$ cat config.mk
export PLATFORM = sky130hd
export DESIGN_NAME = polled_timer_bank
export DESIGN_NICKNAME = d
export VERILOG_FILES = /design/src/ptb_pkg.sv /design/src/ptb_mem.sv /design/src/ptb_upd.sv /design/src/polled_timer_bank.sv
export SDC_FILE = /design/constraint.sdc
export NUM_CORES = 1
export LEC_CHECK = 0
export BUFFER_PORTS_ARGS = -buffer_cell sky130_fd_sc_hd__buf_2
export CAP_MARGIN = 20
export CORE_MARGIN = 3
export CORE_UTILIZATION = 40
export CTS_CLUSTER_DIAMETER = 150
export CTS_CLUSTER_SIZE = 14
export DETAILED_ROUTE_END_ITERATION = 12
export HOLD_SLACK_MARGIN = 0.1
export MAX_ROUTING_LAYER = met4
export PLACE_DENSITY = 0.62
export SLEW_MARGIN = 5
export SYNTH_ARGS = -nofsm -noshare
export SYNTH_HDL_FRONTEND = slang
export SYNTH_SLANG_ARGS = --single-unit
$ cat constraint.sdc
create_clock -name i_clk -period 12.27 [get_ports i_clk]
set_clock_uncertainty 0.1 [all_clocks]
set_input_delay 1.8405 -clock i_clk [delete_from_list [all_inputs] [get_ports i_clk]]
set_output_delay 1.8405 -clock i_clk [all_outputs]
set_load 0.01 [all_outputs]
$ cat src/ptb_pkg.sv
// ptb_pkg: shared types and constants for the polled timer bank
// no dependencies; used by ptb_upd and polled_timer_bank
`timescale 1ns / 1ps

package ptb_pkg;

    localparam int IDX_W          = 4;    // width of the timer index field
    localparam int CNT_W          = 16;   // width of count and period fields
    localparam int IDX_EXT_W      = 9;    // holds any bank size up to 256
    localparam int NUM_TIMERS_DEF = 16;
    localparam int TICK_BITS_DEF  = 8;

    typedef logic [1:0] t_action;

    localparam t_action ACT_SET   = 2'd0;
    localparam t_action ACT_POLL  = 2'd1;
    localparam t_action ACT_RESET = 2'd2;
    localparam t_action ACT_TICK  = 2'd3;

    // status handed from the update logic back to the control
    typedef struct packed {
        logic we;        // entry must be written back
        logic active;    // new active flag of the addressed timer
        logic fired;
        logic running;
    } t_upd_res;

endpackage

$ cat src/ptb_mem.sv
// ptb_mem: one-port-write, one-port-read timer entry memory, registered read
// no dependencies
`timescale 1ns / 1ps

module ptb_mem #(
    parameter int DEPTH = 16,
    parameter int WIDTH = 40,
    parameter int AW    = 4
) (
    input  logic             i_clk,
    input  logic             i_we,
    input  logic [AW-1:0]    i_waddr,
    input  logic [WIDTH-1:0] i_wdata,
    input  logic             i_re,
    input  logic [AW-1:0]    i_raddr,
    output logic [WIDTH-1:0] o_rdata
);

    logic [WIDTH-1:0] r_mem [DEPTH];
    logic [WIDTH-1:0] r_rdata;

    always_ff @(posedge i_clk) begin
        if (i_we) begin
            r_mem[i_waddr] <= i_wdata;
        end
    end

    always_ff @(posedge i_clk) begin
        if (i_re) begin
            r_rdata <= r_mem[i_raddr];
        end
    end

    assign o_rdata = r_rdata;

endmodule

$ cat src/ptb_upd.sv
// ptb_upd: modify step of the read-modify-write on one timer entry
// depends on ptb_pkg
`timescale 1ns / 1ps

module ptb_upd #(
    parameter int TICK_BITS = 8
) (
    input  ptb_pkg::t_action                     i_action,
    input  logic                                 i_idx_ok,
    input  logic                                 i_active,
    input  logic [TICK_BITS+2*ptb_pkg::CNT_W-1:0] i_entry,
    input  logic [TICK_BITS-1:0]                 i_tick,
    input  logic [ptb_pkg::CNT_W-1:0]            i_start_count,
    input  logic [ptb_pkg::CNT_W-1:0]            i_reload_period,
    output logic [TICK_BITS+2*ptb_pkg::CNT_W-1:0] o_entry,
    output ptb_pkg::t_upd_res                    o_res
);
    import ptb_pkg::*;

    logic [TICK_BITS-1:0] last_seen;
    logic [CNT_W-1:0]     remaining;
    logic [CNT_W-1:0]     reload;
    logic [CNT_W-1:0]     rem_dec;
    logic [TICK_BITS-1:0] n_last;
    logic [CNT_W-1:0]     n_rem;
    logic [CNT_W-1:0]     n_reload;
    logic                 n_active;
    logic                 fired;
    logic                 we;

    assign {last_seen, remaining, reload} = i_entry;
    assign rem_dec = remaining - CNT_W'(1);

    always_comb begin
        n_last   = last_seen;
        n_rem    = remaining;
        n_reload = reload;
        n_active = i_active;
        fired    = 1'b0;
        we       = 1'b0;
        if (i_idx_ok) begin
            case (i_action)
                ACT_SET: begin
                    we       = 1'b1;
                    n_active = 1'b1;
                    // zero count: make the next poll see a new tick
                    n_last   = (i_start_count == '0) ? ~i_tick : i_tick;
                    n_rem    = i_start_count;
                    n_reload = i_reload_period;
                end
                ACT_POLL: begin
                    if (i_active && last_seen != i_tick) begin
                        we     = 1'b1;
                        n_last = i_tick;
                        if (remaining == '0) begin
                            fired = 1'b1;
                            if (reload != '0) begin
                                n_rem = reload;
                            end
                        end else if (rem_dec == '0) begin
                            fired = 1'b1;
                            if (reload == '0) begin
                                n_active = 1'b0;
                                n_rem    = '0;
                            end else begin
                                n_rem = reload;
                            end
                        end else begin
                            n_rem = rem_dec;
                        end
                    end
                end
                ACT_RESET: begin
                    we       = 1'b1;
                    n_active = 1'b0;
                    n_last   = '0;
                    n_rem    = '0;
                    n_reload = '0;
                end
                default: begin
                end
            endcase
        end
    end

    assign o_entry       = {n_last, n_rem, n_reload};
    assign o_res.we      = we;
    assign o_res.active  = n_active;
    assign o_res.fired   = fired;
    assign o_res.running = i_idx_ok && n_active;

endmodule

$ cat src/polled_timer_bank.sv
// polled_timer_bank: top level, request control, active flags, tick counter
// depends on ptb_pkg, ptb_mem, ptb_upd
`timescale 1ns / 1ps
//
// Usage
//   A request is taken at a rising edge with i_start high and o_busy low.
//   Fields: i_action (set, poll, reset timer, system tick), i_timer_index,
//   i_start_count and i_reload_period (used by set only).
//   Every request yields one result: o_strobe is high for exactly one cycle
//   with o_fired and o_still_running valid in that cycle; the receiver
//   cannot hold it off.
//   The accepting edge raises o_busy for the modify cycle, and o_strobe is
//   o_busy registered, so the result cycle directly follows the modify cycle.
//   No new request is taken while o_busy is high. The accepting edge reads
//   the addressed timer entry from the synchronous entry memory; the modify
//   cycle then updates the entry and writes it back.
//   Reset (i_rst_n low, synchronous) clears the tick counter, all active
//   flags and the request control; entry memory contents are not cleared
//   since an entry is only used while its timer is active.
//   Set, poll or reset at an index beyond the bank is ignored, reports zeros.
//
module polled_timer_bank #(
    parameter int NUM_TIMERS = ptb_pkg::NUM_TIMERS_DEF,
    parameter int TICK_BITS  = ptb_pkg::TICK_BITS_DEF
) (
    input  logic                         i_clk,
    input  logic                         i_rst_n,
    input  logic                         i_start,
    output logic                         o_busy,
    input  ptb_pkg::t_action             i_action,
    input  logic [ptb_pkg::IDX_W-1:0]    i_timer_index,
    input  logic [ptb_pkg::CNT_W-1:0]    i_start_count,
    input  logic [ptb_pkg::CNT_W-1:0]    i_reload_period,
    output logic                         o_strobe,
    output logic                         o_fired,
    output logic                         o_still_running
);
    import ptb_pkg::*;

    localparam int AW = (NUM_TIMERS > 1) ? $clog2(NUM_TIMERS) : 1;
    localparam int EW = TICK_BITS + 2 * CNT_W;

    logic                  r_busy;
    t_action               r_action;
    logic                  r_idx_ok;
    logic [AW-1:0]         r_addr;
    logic [CNT_W-1:0]      r_start;
    logic [CNT_W-1:0]      r_period;
    logic [TICK_BITS-1:0]  r_tick;
    logic [NUM_TIMERS-1:0] r_active;
    logic                  r_strobe;
    logic                  r_fired;
    logic                  r_running;

    logic                  accept;
    logic [IDX_EXT_W-1:0]  idx_ext;
    logic                  idx_ok;
    logic [AW-1:0]         addr;
    logic [EW-1:0]         rd_entry;
    logic [EW-1:0]         wr_entry;
    logic                  cur_active;
    t_upd_res              res;

    assign accept  = i_start && !r_busy;
    assign idx_ext = IDX_EXT_W'(i_timer_index);
    assign idx_ok  = idx_ext < IDX_EXT_W'(NUM_TIMERS);
    assign addr    = idx_ext[AW-1:0];

    assign cur_active = r_idx_ok ? r_active[r_addr] : 1'b0;

    // write of one request lands before the next request's read, no forwarding
    ptb_mem #(
        .DEPTH (NUM_TIMERS),
        .WIDTH (EW),
        .AW    (AW)
    ) u_mem (
        .i_clk   (i_clk),
        .i_we    (r_busy && r_idx_ok && res.we),
        .i_waddr (r_addr),
        .i_wdata (wr_entry),
        .i_re    (accept),
        .i_raddr (addr),
        .o_rdata (rd_entry)
    );

    ptb_upd #(
        .TICK_BITS (TICK_BITS)
    ) u_upd (
        .i_action        (r_action),
        .i_idx_ok        (r_idx_ok),
        .i_active        (cur_active),
        .i_entry         (rd_entry),
        .i_tick          (r_tick),
        .i_start_count   (r_start),
        .i_reload_period (r_period),
        .o_entry         (wr_entry),
        .o_res           (res)
    );

    always_ff @(posedge i_clk) begin
        if (!i_rst_n) begin
            r_busy   <= 1'b0;
            r_strobe <= 1'b0;
            r_tick   <= '0;
            r_active <= '0;
        end else begin
            r_strobe <= r_busy;
            if (accept) begin
                r_busy <= 1'b1;
            end else if (r_busy) begin
                r_busy <= 1'b0;
                if (r_action == ACT_TICK) begin
                    r_tick <= r_tick + TICK_BITS'(1);
                end else if (r_idx_ok) begin
                    r_active[r_addr] <= res.active;
                end
            end
        end
    end

    always_ff @(posedge i_clk) begin
        if (accept) begin
            r_action <= i_action;
            r_idx_ok <= idx_ok;
            r_addr   <= addr;
            r_start  <= i_start_count;
            r_period <= i_reload_period;
        end
        if (r_busy) begin
            r_fired   <= res.fired;
            r_running <= res.running;
        end
    end

    assign o_busy          = r_busy;
    assign o_strobe        = r_strobe;
    assign o_fired         = r_strobe && r_fired;
    assign o_still_running = r_strobe && r_running;

`ifndef SYNTHESIS
    a_accept_busy: assert property (@(posedge i_clk) disable iff (!i_rst_n)
        accept |=> r_busy)
        else $error("request accepted but no modify cycle followed");
    a_busy_strobe: assert property (@(posedge i_clk) disable iff (!i_rst_n)
        r_busy |=> (o_strobe && !o_busy))
        else $error("modify cycle not followed by a single result");
    a_fire_poll: assert property (@(posedge i_clk) disable iff (!i_rst_n)
        (r_busy && res.fired) |-> (r_action == ACT_POLL && r_idx_ok))
        else $error("fired on a request other than a valid poll");
    a_tick_step: assert property (@(posedge i_clk) disable iff (!i_rst_n)
        (r_busy && r_action != ACT_TICK) |=> $stable(r_tick))
        else $error("tick counter moved without a tick request");
`endif

endmodule
==> metrics.txt <==
status=finished clean; fin nets=1498; Post-Syn Area=0.0293 mm2; Post-synth EDFFs=720; clk buf depth=3; DRT iter0 DRCs=1634; fillers=5969; syn nets=1418; fin. max-slew vios=0; post-synthesis cell count=1374; initial core utilization=0.407; vias in the first global route=14500; TritonRoute pass-1 iters=5; main flop type after synthesis=edfxtp_1; Synth cell types=66; Avg Synthesized Cell Area=21.3 um2; routed wire length=68500 um; P&R area growth vs syn=11.2%; Resized cells post-CTS=0; Num CTS Buffers=59; Worst Setup SP=r_addr[0]; total negative slack=0 ns; ranking of synthesized cells by area=edfxtp_1, mux4_2, dfxtp_1, nor2_1, clkbuf_1; Max Clk Rate=215 MHz; Worst path max stage delay=0.92 ns; Critical Path End=u_mem.r_mem[4][20]; Total GRT Usage=0.183; Period Utilization, post-route=0.379; IO Pins=45; Std-Cell Rows=98; Critical Path, Cell by Cell=mux4_2 > mux2i_1 > mux2i_1 > buf_4 > nor3b_2 > buf_4 > nand2b_1 > nand2b_1 > nor2_4 > buf_4; arrival time worst endpoint=4.82 ns; Async S/R FF share, synth=0; actual slew at the worst max-slew pin=1.11 ns; Worst VDD drop=0.134 mV; max-cap violations=0; CP Max Fanout=23; DR DRC count=0; post-CTS setup buffer count=0; Detailed Place HPWL=34200 um; Synth top area share=0.738; FF-to-FF Start=r_addr[0]; CTS clk-pin slew, worst paths=0.07 ns; Clock Sinks=746; Setup Viol. Count Final=0; die height=277 um; # H-tree levels=2; Yosys reg bits=746; Synthesis Warnings=0; Setup crit end kind=flop; Final Critical Period=4.66 ns; critical path class=reg -> reg; reg-to-reg setup timing slack=7.61 ns; Final ANT Viol Nets=0; via count=14300; worst r2r dst=u_mem.r_mem[4][20]; last weighted congestion value of the routability-driven placer=0.861; sequential fraction of the synthesis area=0.756; gr ovfl total=0; Avg Vias per Cell=5.90; commonest non-fill, non-tap cells in the layout=edfxtp_1, mux4_2, clkbuf_16; WP data required=12.44 ns; largest net degree at the start of global routing=75; CTS tree=built; CORE AREA=0.0720 mm2; slowest CP cell=nor2_4; initial antenna violation count=0; Slew HR=0.256; Die Area=0.0765 mm2; reg2reg path depth=10; global-route wire length before repair=99800 um; layout cell share with drive strength beyond 1=0.272; root buffer cell=clkbuf_16; final hold vios=0; post-synth top area cell=edfxtp_1; RSZ-0062 raised after global routing=false; startpoint types=flop; hold-fix buffers at CTS=0; worst skew pair latency=0.64 ns; Port Buf Inserts=44; Avg WL per Cell=28.2 um; cell leakage power=0.0100 uW; Pwr per Cell Area=149 mW/mm2; most common cell after layout, fill and taps aside=edfxtp_1; Final Hold Slack=0.450 ns; # diodes=0; HP Class=reg -> reg; Most Frequent Cell on Critical Path=buf_4; die width=277 um
logic make-up (layout without fill, tap and decap cells):
group / Yosys count / count (layout) / share of synthesized area
compound gates: 127 / 127 / 0.0306
fa+ha+maj: 3 / 3 / 0.00128
flops: 746 / 746 / 0.756
mux: 219 / 219 / 0.162
xor+xnor: 20 / 20 / 0.00623
simple gates: 180 / 180 / 0.0329
buf+inv: 79 / 182 / 0.0113
Yosys cell counts (11+ instances only):
master and count:
dfxtp_1 26, o21ai_0 32, nand3_1 13, edfxtp_1 720, nand4_1 11, clkbuf_1 49
nor4_1 11, a21oi_1 23, nor2_1 52, mux2i_1 13, xnor2_1 16, mux4_2 204
nand2_1 29, buf_1 15, and2_1 13, a22o_1 17
state kept, by name, indices dropped and copies added (netlist names):
signal	count
o_busy	1
o_strobe	1
r_action	2
r_active	16
r_addr	4
r_fired	1
r_period	16
r_running	1
r_start	16
r_tick	8
u_mem.o_rdata	40
u_mem.r_mem	640
routing by layer:
| metal | global-route usage | routed length [um] | vias up |
|---|---|---|---|
| li1 | - | - | 5929 |
| met1 | 0.269 | 29400 | 7666 |
| met2 | 0.274 | 32000 | 636 |
| met3 | 0.0275 | 6040 | 82 |
| met4 | 0.0376 | 1060 | 0 |
| met5 | - | 0 | - |
worst min-delay path by stage:
stage	end	slack, ns	startpoint	cells after the start
2_1_floorplan	r_active[2]	0.40	r_active[2]	2
3_3_place_gp	r_active[0]	0.42	r_active[0]	2
3_5_place_dp	r_active[2]	0.43	r_active[2]	2
4_1_cts	r_active[2]	0.45	r_active[2]	2
5_1_grt	r_active[2]	0.49	r_active[2]	2
6_report	r_active[5]	0.45	r_active[5]	2
final cells by class:
class                   count  area [um2]  share of cell area
repair buffers             91         604              0.0186
flip-flops and latches    746       22100               0.680
well taps                 950        1190              0.0365
multi-input cells         549        6970               0.214
inverters                   7        26.3            0.000807
clock inverters             3        61.3             0.00188
clock buffers              81        1580              0.0485
metrics by stage:
stage | setup WS (ns) | area, um2 | cells | total power, uW | util
after global placement | 7.02 | 30900 | 2339 | 3180 | 0.429
after detailed placement | 6.98 | 30900 | 2340 | 3190 | 0.429
after global routing | 7.43 | 32600 | 2427 | 5030 | 0.453
final | 7.61 | 32600 | 2427 | 4860 | 0.453
after floorplan | 6.37 | 29300 | 1374 | 3090 | -
after CTS | 7.61 | 32500 | 2424 | 4910 | 0.452
worst max-delay path: cells and delay by family (launching register included):
| family | cells | cell delay (ns) |
|---|---|---|
| AND/OR/NAND/NOR | 4 | 1.86 |
| buffers and inverters | 3 | 1.06 |
| multiplexers | 3 | 0.67 |
| flip-flops | 1 | 0.55 |
power by group:
part | switching, uW | internal (uW) | total [uW]
registers | 33.0 | 2850 | 2880
logic | 150 | 102 | 252
clock network | 839 | 891 | 1730
total | 1020 | 3840 | 4860
(Power assumes the default switching activity.)
